### src/rtl/eubw_pkg.sv
// Shared types, constants and tables for the Euler body-to-world transform.
// Holds the CORDIC arctangent table and the coefficient multiply program.
// No dependencies.
package eubw_pkg;

  localparam int XY_W = 32;
  localparam int TAB_LEN = 24;
  localparam int OP_CNT = 15;
  localparam int VIS_CNT = 6;

  localparam longint PI_Q30 = 64'sd3373259426;
  localparam longint HALF_PI_Q30 = 64'sd1686629713;
  localparam longint GAIN_Q30 = 64'sd652032874;
  localparam longint ONE_Q30 = 64'sd1073741824;

  localparam logic [1:0] ACT_ATT = 2'd0;
  localparam logic [1:0] ACT_POSE = 2'd1;
  localparam logic [1:0] ACT_VIS = 2'd2;

  typedef enum logic [3:0] {
    OPND_CR, OPND_SR, OPND_CP, OPND_SP, OPND_CY, OPND_SY,
    OPND_SRSP, OPND_CRSP, OPND_ONE
  } opnd_t;

  typedef enum logic [2:0] {
    DST_NONE, DST_SRSP, DST_CRSP, DST_COEF, DST_WX, DST_WY
  } dest_t;

  typedef struct packed {
    opnd_t       a;
    opnd_t       b;
    logic        neg;
    logic        first;
    dest_t       dst;
    logic [3:0]  cidx;
  } op_t;

  function automatic logic [31:0] atan_q30(input logic [4:0] i);
    logic [31:0] v;
    unique case (i)
      5'd0:  v = 32'h3243F6A8;
      5'd1:  v = 32'h1DAC6705;
      5'd2:  v = 32'h0FADBAFC;
      5'd3:  v = 32'h07F56EA6;
      5'd4:  v = 32'h03FEAB76;
      5'd5:  v = 32'h01FFD55B;
      5'd6:  v = 32'h00FFFAAA;
      5'd7:  v = 32'h007FFF55;
      5'd8:  v = 32'h003FFFEA;
      5'd9:  v = 32'h001FFFFD;
      5'd10: v = 32'h000FFFFF;
      5'd11: v = 32'h0007FFFF;
      5'd12: v = 32'h0003FFFF;
      5'd13: v = 32'h0001FFFF;
      5'd14: v = 32'h0000FFFF;
      5'd15: v = 32'h00007FFF;
      5'd16: v = 32'h00003FFF;
      5'd17: v = 32'h00001FFF;
      5'd18: v = 32'h00000FFF;
      5'd19: v = 32'h000007FF;
      5'd20: v = 32'h000003FF;
      5'd21: v = 32'h000001FF;
      5'd22: v = 32'h000000FF;
      5'd23: v = 32'h0000007F;
      default: v = 32'h0;
    endcase
    return v;
  endfunction

  // R = Rz(yaw) * Ry(pitch) * Rx(roll), one rounded product per program step
  function automatic op_t att_op(input logic [3:0] idx);
    op_t o;
    unique case (idx)
      4'd0:  o = '{OPND_SR,   OPND_SP,  1'b0, 1'b1, DST_SRSP, 4'd0};
      4'd1:  o = '{OPND_CR,   OPND_SP,  1'b0, 1'b1, DST_CRSP, 4'd0};
      4'd2:  o = '{OPND_CP,   OPND_CY,  1'b0, 1'b1, DST_COEF, 4'd0};
      4'd3:  o = '{OPND_SRSP, OPND_CY,  1'b0, 1'b1, DST_NONE, 4'd0};
      4'd4:  o = '{OPND_CR,   OPND_SY,  1'b1, 1'b0, DST_COEF, 4'd1};
      4'd5:  o = '{OPND_CRSP, OPND_CY,  1'b0, 1'b1, DST_NONE, 4'd0};
      4'd6:  o = '{OPND_SR,   OPND_SY,  1'b0, 1'b0, DST_COEF, 4'd2};
      4'd7:  o = '{OPND_CP,   OPND_SY,  1'b0, 1'b1, DST_COEF, 4'd3};
      4'd8:  o = '{OPND_SRSP, OPND_SY,  1'b0, 1'b1, DST_NONE, 4'd0};
      4'd9:  o = '{OPND_CR,   OPND_CY,  1'b0, 1'b0, DST_COEF, 4'd4};
      4'd10: o = '{OPND_CRSP, OPND_SY,  1'b0, 1'b1, DST_NONE, 4'd0};
      4'd11: o = '{OPND_SR,   OPND_CY,  1'b1, 1'b0, DST_COEF, 4'd5};
      4'd12: o = '{OPND_SP,   OPND_ONE, 1'b1, 1'b1, DST_COEF, 4'd6};
      4'd13: o = '{OPND_SR,   OPND_CP,  1'b0, 1'b1, DST_COEF, 4'd7};
      4'd14: o = '{OPND_CR,   OPND_CP,  1'b0, 1'b1, DST_COEF, 4'd8};
      default: o = '{OPND_ONE, OPND_ONE, 1'b0, 1'b1, DST_NONE, 4'd0};
    endcase
    return o;
  endfunction

endpackage

### src/rtl/eubw_cordic.sv
// Iterative rotation-mode CORDIC: cosine and sine of one angle, one step a cycle.
// Depends on eubw_pkg for the arctangent table and fixed-point constants.
module eubw_cordic #(
  parameter int ANGLE_FRAC_BITS = 13,
  parameter int CORDIC_STEPS = 16
) (
  input  logic                               clk,
  input  logic                               rst,
  input  logic                               start,
  input  logic signed [15:0]                 angle,
  output logic                               done,
  output logic signed [eubw_pkg::XY_W-1:0]   cos_val,
  output logic signed [eubw_pkg::XY_W-1:0]   sin_val
);
  import eubw_pkg::*;

  localparam int N = (CORDIC_STEPS < TAB_LEN) ? CORDIC_STEPS : TAB_LEN;
  localparam int IW = $clog2(N);
  localparam int SH = 30 - ANGLE_FRAC_BITS;
  localparam int Z_W = 16 + SH + 3;
  localparam logic signed [Z_W-1:0] HALF_PI = Z_W'(HALF_PI_Q30);
  localparam logic signed [Z_W-1:0] PI_Z = Z_W'(PI_Q30);
  localparam logic [IW-1:0] LAST = IW'(N - 1);

  logic signed [XY_W-1:0] x, y, x_next, y_next, dx, dy;
  logic signed [Z_W-1:0]  z, z_next, za, at;
  logic [IW-1:0]          i;
  logic                   busy, neg;

  always_comb begin
    za = Z_W'(angle) <<< SH;
    dx = y >>> i;
    dy = x >>> i;
    at = Z_W'(atan_q30(5'(i)));
    if (!z[Z_W-1]) begin
      x_next = x - dx;
      y_next = y + dy;
      z_next = z - at;
    end else begin
      x_next = x + dx;
      y_next = y - dy;
      z_next = z + at;
    end
  end

  always_ff @(posedge clk) begin
    if (rst) begin
      busy <= 1'b0;
      done <= 1'b0;
      i    <= '0;
    end else begin
      done <= 1'b0;
      if (start) begin
        busy <= 1'b1;
        i    <= '0;
        x    <= XY_W'(GAIN_Q30);
        y    <= '0;
        if (za > HALF_PI) begin
          z   <= za - PI_Z;
          neg <= 1'b1;
        end else if (za < -HALF_PI) begin
          z   <= za + PI_Z;
          neg <= 1'b1;
        end else begin
          z   <= za;
          neg <= 1'b0;
        end
      end else if (busy) begin
        z <= z_next;
        i <= i + 1'b1;
        if (i == LAST) begin
          busy <= 1'b0;
          done <= 1'b1;
          x    <= neg ? -x_next : x_next;
          y    <= neg ? -y_next : y_next;
        end else begin
          x <= x_next;
          y <= y_next;
        end
      end
    end
  end

  assign cos_val = x;
  assign sin_val = y;

endmodule

### config.mk
export PLATFORM = sky130hd
export DESIGN_NAME = eubw_cordic
export DESIGN_NICKNAME = d
export VERILOG_FILES = /design/src/rtl/eubw_pkg.sv /design/src/rtl/eubw_cordic.sv
export SDC_FILE = /design/constraint.sdc
export NUM_CORES = 1
export LEC_CHECK = 0
export ABC_CLOCK_PERIOD_IN_PS = 16720
export BUFFER_PORTS_ARGS = -buffer_cell sky130_fd_sc_hd__buf_2
export CORE_MARGIN = 3
export CORE_UTILIZATION = 44
export CTS_BUF_LIST = sky130_fd_sc_hd__clkbuf_4 sky130_fd_sc_hd__clkbuf_8
export DETAILED_ROUTE_END_ITERATION = 8
export GPL_TIMING_DRIVEN = 0
export SETUP_SLACK_MARGIN = 0.1
export SYNTH_ARGS = -nofsm -noshare
export SYNTH_HDL_FRONTEND = slang
export SYNTH_SLANG_ARGS = --single-unit
export TNS_END_PERCENT = 10
### constraint.sdc
create_clock -name clk -period 16.72 [get_ports clk]
set_clock_uncertainty 0.15 [all_clocks]
set_input_delay 1.672 -clock clk [delete_from_list [all_inputs] [get_ports clk]]
set_output_delay 1.672 -clock clk [all_outputs]
set_load 0.01 [all_outputs]
Yosys cells after proc, flatten, opt, wreduce, memory -nomap -nowiden --
Memories as Yosys holds them, arrays and structs flattened. A register that Yosys moved wholly into a read port is not among the register bits. Index checks and enable logic that the tools add are counted.
Word-level totals: logic and storage cells 51, register bits 107, output and inout bits 65, bits of input ports 19, ROM bits 480, memories 1
Memory list:
- (name not given) | depth 16, bits a word 30, read ports 1, clocked after Yosys merged registers in 1, wr ports 0, RTL line eubw_pkg.sv:40 | unique case (i)
Cells by class: multiplexer cells 20, eq/ne operators 1, magnitude comparators 2, shift-type cells 2, reductions and logical operators 5, add/subtract/negate cells 11, bitwise logic cells 2
Operator list (number):
- 32-bit 2-to-1 mux | 8
- 36-bit 2-to-1 mux | 5
- 32-bit adder | 2
- 32-bit negation | 2
- 32-bit by 4-bit >>> shifter with 32-bit output | 2
- 32-bit subtractor | 2
- 36-bit by 33-bit adder with 36-bit output | 1
- 36-bit by 33-bit subtractor with 36-bit output | 1
- 33-bit by 33-bit adder with 34-bit output, second input constant | 1
- 33-bit by 33-bit subtractor with 34-bit output, second input constant | 1
- 33-bit by 32-bit greater-than comparator with 1-bit output, second input constant | 1
- 33-bit by 32-bit less-than comparator with 1-bit output, second input constant | 1
- 4-bit 2-to-1 mux | 2
- 1-bit 2-to-1 mux | 5
- 4-bit by 1-bit adder with 4-bit output, second input constant | 1
- 4-bit == test, second input constant | 1
- 2-bit AND reduction | 2
- 3-bit OR reduction | 1
- 1-bit inverter | 2
- 2-bit nonzero test | 1
- 2-bit OR reduction | 1

Longest topological paths before layout --
depth after elaboration 7, mapped depth 31, mapped depth without buffers 26

Worst setup path before layout --
No wires, ideal clock.
path type in2reg, start point in start, end point reg x[0] (netlist: cos_val[0]) (enable), library setup time 0.559 ns, path buffers 2, arrival 6.335 ns, cell stages on the path 4, slack 9.675 ns, required time 16.011 ns, cells stage by stage buf_2 clkbuf_1 nor2_1 nor2_1
On the way: longest elaborated chain between the ends 2
RTL lines:
- start, declared | RTL line eubw_cordic.sv:9 | input logic start,
- 2-bit nonzero test (no source line)
- 2-bit AND reduction (no source line)
- end signal, assigned | RTL line eubw_cordic.sv:56 | x <= XY_W'(GAIN_Q30);
- end signal, assigned | RTL line eubw_cordic.sv:74 | x <= neg ? -x_next : x_next;
- end signal, assigned | RTL line eubw_cordic.sv:77 | x <= x_next;
- end, declared | RTL line eubw_cordic.sv:25 | logic signed [XY_W-1:0] x, y, x_next, y_next, dx, dy;
No other way between the ends. A chain may end at the register's enable or synchronous reset.

Worst setup path in the final report --
start point reg i[3], end point reg y[31] (netlist: sin_val[31]), data pin
On the way: longest elaborated chain between the ends 7
RTL lines:
- start, declared | RTL line eubw_cordic.sv:27 | logic [IW-1:0] i;
- start signal, assigned | RTL line eubw_cordic.sv:70 | i <= i + 1'b1;
- 32-bit by 4-bit >>> shifter with 32-bit output | RTL line eubw_cordic.sv:33 | dy = x >>> i;
- 32-bit adder or 32-bit subtractor (tied branches) | RTL line eubw_cordic.sv:37, eubw_cordic.sv:41
- 32-bit 2-to-1 mux | RTL line eubw_cordic.sv:35 | if (!z[Z_W-1]) begin
- 32-bit negation | RTL line eubw_cordic.sv:75 | y <= neg ? -y_next : y_next;
- 32-bit 2-to-1 mux | RTL line eubw_cordic.sv:75
- 32-bit 2-to-1 mux (*) | RTL line eubw_cordic.sv:71 | if (i == LAST) begin
- 32-bit 2-to-1 mux (*) | RTL line eubw_cordic.sv:68 | end else if (busy) begin
- end signal, assigned | RTL line eubw_cordic.sv:75
- end signal, assigned | RTL line eubw_cordic.sv:78 | y <= y_next;
- end, declared | RTL line eubw_cordic.sv:25
Every way passes the cells marked *; elsewhere a longest branch is shown, timed or not. The select of a mux whose other input is x is not followed.

==> results.yml <==
yosys:
  synth_fp_nets: 2347
  ys_seq_area_share_pct: 21.0
  synth_edf_count: 101
  synth_cell_types: 88
  syn_area_per_cell_um2: 8.07
  syn_inst: 2206
  synth_ff_type: "edfxtp_1"
  syn_area_um2: 17800
  yosysWarningCount: 0
  ys_seq_elements: 136
  ys_async_sr_fraction_pct: 0
worst_setup_path:
  crit_path_start_kind: "flop"
  path_max_fanout: 10
  cp-end-kind: "flop"
  crit_type: "flop to flop"
  critPathRequiredTime_ns: 16.82
  worstPathArrival_ns: 9.65
route:
  wl_per_cell_um: 23.5
  ant_nets: 0
  routed-via-count: 17905
  routed_via_density: 6.30
  drt_pass1_iterations: 5
  remaining_drc_errors: 0
  wl_mm: 67.0
  drt-initial-drc-count: 1729
grt:
  grtUsageMet2_pct: 50.1
  overflow: 0
  grtUsageTotal_pct: 30.3
  antenna_found_initial: 2
  grt_pass1_vias: 16941
  grtUsageMet3_pct: 4.56
  grt_start_max_net_pins: 35
  grt_most_used_layer: "met2"
  use_met1_pct: 40.1
  grt_pass1_wl_mm: 102
cts:
  clock_latency_ns: 0.55
  htreeDepth: 4
  clk_pin_slew_ns: 0.11
  cts_tree: "yes"
  clock_path_buffers: 2
  ctsHoldBuffers: 0
  cts-buffers-inserted: 17
  cts-root-buf: "clkbuf_8"
  cts_resized: 0
  postCtsSetupBuffers: 0
  cts.sinks: 136
power:
  powerDensity_nw_per_um2: 151
  ir_drop_uv: 57.4
  p_leak_nw: 7.64
  power.total_mw: 2.91
finish:
  nNetsFinal: 2446
  fin_cells: 2844
  final_common_cell: "nand2_1"
  drive_above_1_share_pct: 10.1
  regArea_um2: 3730
  fillers: 4048
  final_cell_mix: "nand2_1, nor2_1, a21oi_1"
  multi_input_area_um2: 13300
  area_growth_pct: 8.42
die:
  initial_core_util_pct: 44.7
  die_w_um: 207
  core_um2: 39800
  ios: 84
  fp-row-count: 73
  die_area_um2: 42900
  die_y_um: 207
sta:
  finalHoldViolCount: 0
  fin_crit_sh_pct: 57.1
  rsz0062_at_grt: "no"
  relSlewSlack_pct: 15.9
  max_freq_ghz: 0.105
  slew_viol_final: 0
  finalSetupTns_ns: 0
  tightest_slew_ns: 1.26
  fin_crit_ns: 9.55
  setup_viol: 0
place:
  dp.cells: 2811
  dpl.hpwl_mm: 52.1
  place.gp.congestion: 1.01
  numPortBuffers: 77
min_path:
  hp-class: "flop to flop"
run:
  drv_cap: 0
status:
  status: "complete, no violations"
==> where the power goes <==
part           switching (mW)  internal (mW)  leakage [nW]
clock                   0.171          0.124         0.206
sequential              0.108          0.460          1.25
combinational            1.23          0.824          6.18
==> per-layer routing <==
metal / up-vias / wire [µm] / share of wire (%)
li1: 8376 / - / -
met1: 8684 / 28100 / 42
met2: 709 / 31600 / 47
met3: 134 / 4660 / 7.0
met4: 2 / 2660 / 4.0
met5: - / 13 / 0.019
==> state kept, by name (all words and copies together), names as in the netlist <==
register,flops
at,29
sin_val,32
done,1
busy,1
cos_val,32
i,4
z,36
neg,1
==> cell usage after synthesis, drive strengths merged, types with 8 or more instances <==
cell | n | area (µm²)
or2 | 9 | 56.3
edfxtp | 101 | 3030
clkbuf | 73 | 274
a211oi | 17 | 128
and4 | 8 | 70.1
a31oi | 38 | 238
a21o | 52 | 390
xor2 | 107 | 937
inv | 75 | 282
o31ai | 21 | 163
nand2 | 264 | 991
nor3b | 8 | 60.1
mux4 | 63 | 1440
dfxtp | 35 | 701
nor2 | 206 | 773
nand4 | 19 | 119
o211ai | 26 | 195
ha | 119 | 1490
and2 | 29 | 183
and3 | 29 | 181
or3 | 14 | 87.6
a21oi | 205 | 1030
nor4 | 18 | 113
nand3 | 47 | 235
mux2 | 13 | 146
o22ai | 10 | 68.8
o21a | 30 | 225
nor3 | 38 | 190
nand2b | 23 | 144
mux2i | 42 | 420
or4 | 9 | 75.1
buf | 38 | 205
o21bai | 12 | 90.1
o21ai | 139 | 696
nor2b | 20 | 125
xnor2 | 126 | 1100
==> metrics by stage <==
step	utilization [%]	worst slack (ns)	cell area, µm²	hold WS, ns
after floorplan	-	9.68	17800	0.382
after global placement	47.3	6.25	18900	0.484
after detailed placement	47.5	7.62	18900	0.488
after CTS	48.5	7.60	19300	0.505
after global routing	48.5	6.89	19300	0.560
final	48.5	7.17	19300	0.519
==> worst max-delay path, stage by stage (launching register included) <==
cell	delay [ns]
dfxtp_1	0.40
buf_4	0.24
buf_2	0.35
buf_1	0.51
buf_1	0.55
clkbuf_1	0.53
buf_1	0.57
clkbuf_1	0.52
o21a_1	0.30
ha_1	0.23
nor2b_1	0.29
and3_1	0.37
a21o_1	0.20
a21oi_1	0.09
xor2_1	0.19
ha_1	0.39
a2111oi_0	0.46
o31ai_1	0.14
o22ai_1	0.17
o21ai_0	0.24
o2111ai_1	0.24
or3b_2	0.50
nor4b_1	0.58
nand4_1	0.36
nor4_1	0.43
or3_1	0.17
a21oi_1	0.06
==> area by class of cell <==
class	instances	area share (%)
repair buffers	80	2.31
flip-flops and latches	136	19.3
clock inverters	15	0.791
diodes	1	0.0130
well taps	525	3.40
inverters	79	1.54
clock buffers	17	1.21
plain buffers	111	2.48
multi-input cells	1880	68.9
==> path summary, 6_finish.rpt <==
kind	from	end	slack (ns)	cells after the start
hold reg to reg	busy$_SDFF_PP0_	done$_SDFF_PP0_	0.52	1
hold / removal	busy$_SDFF_PP0_	done$_SDFF_PP0_	0.52	1
setup reg to reg	i[3]$_SDFFE_PP0P_	sin_val[31]$_SDFFCE_PP0P_	7.17	26
setup / recovery	i[3]$_SDFFE_PP0P_	sin_val[31]$_SDFFCE_PP0P_	7.17	26
==> logic make-up (layout without fill, tap and decap cells) <==
logic type / after synthesis / after routing / share of synthesized area (%)
and+or+nand+nor: 761 / 761 / 20.1
AOI/OAI and AO/OA: 646 / 646 / 23.1
xor gates and xnor gates: 233 / 233 / 11.5
buffers and inverters: 190 / 302 / 4.36
DFF: 136 / 136 / 21.0
adders and majority gates: 122 / 122 / 8.70
muxes: 118 / 118 / 11.3
other: 0 / 1 / 0
(Power assumes the default switching activity.)
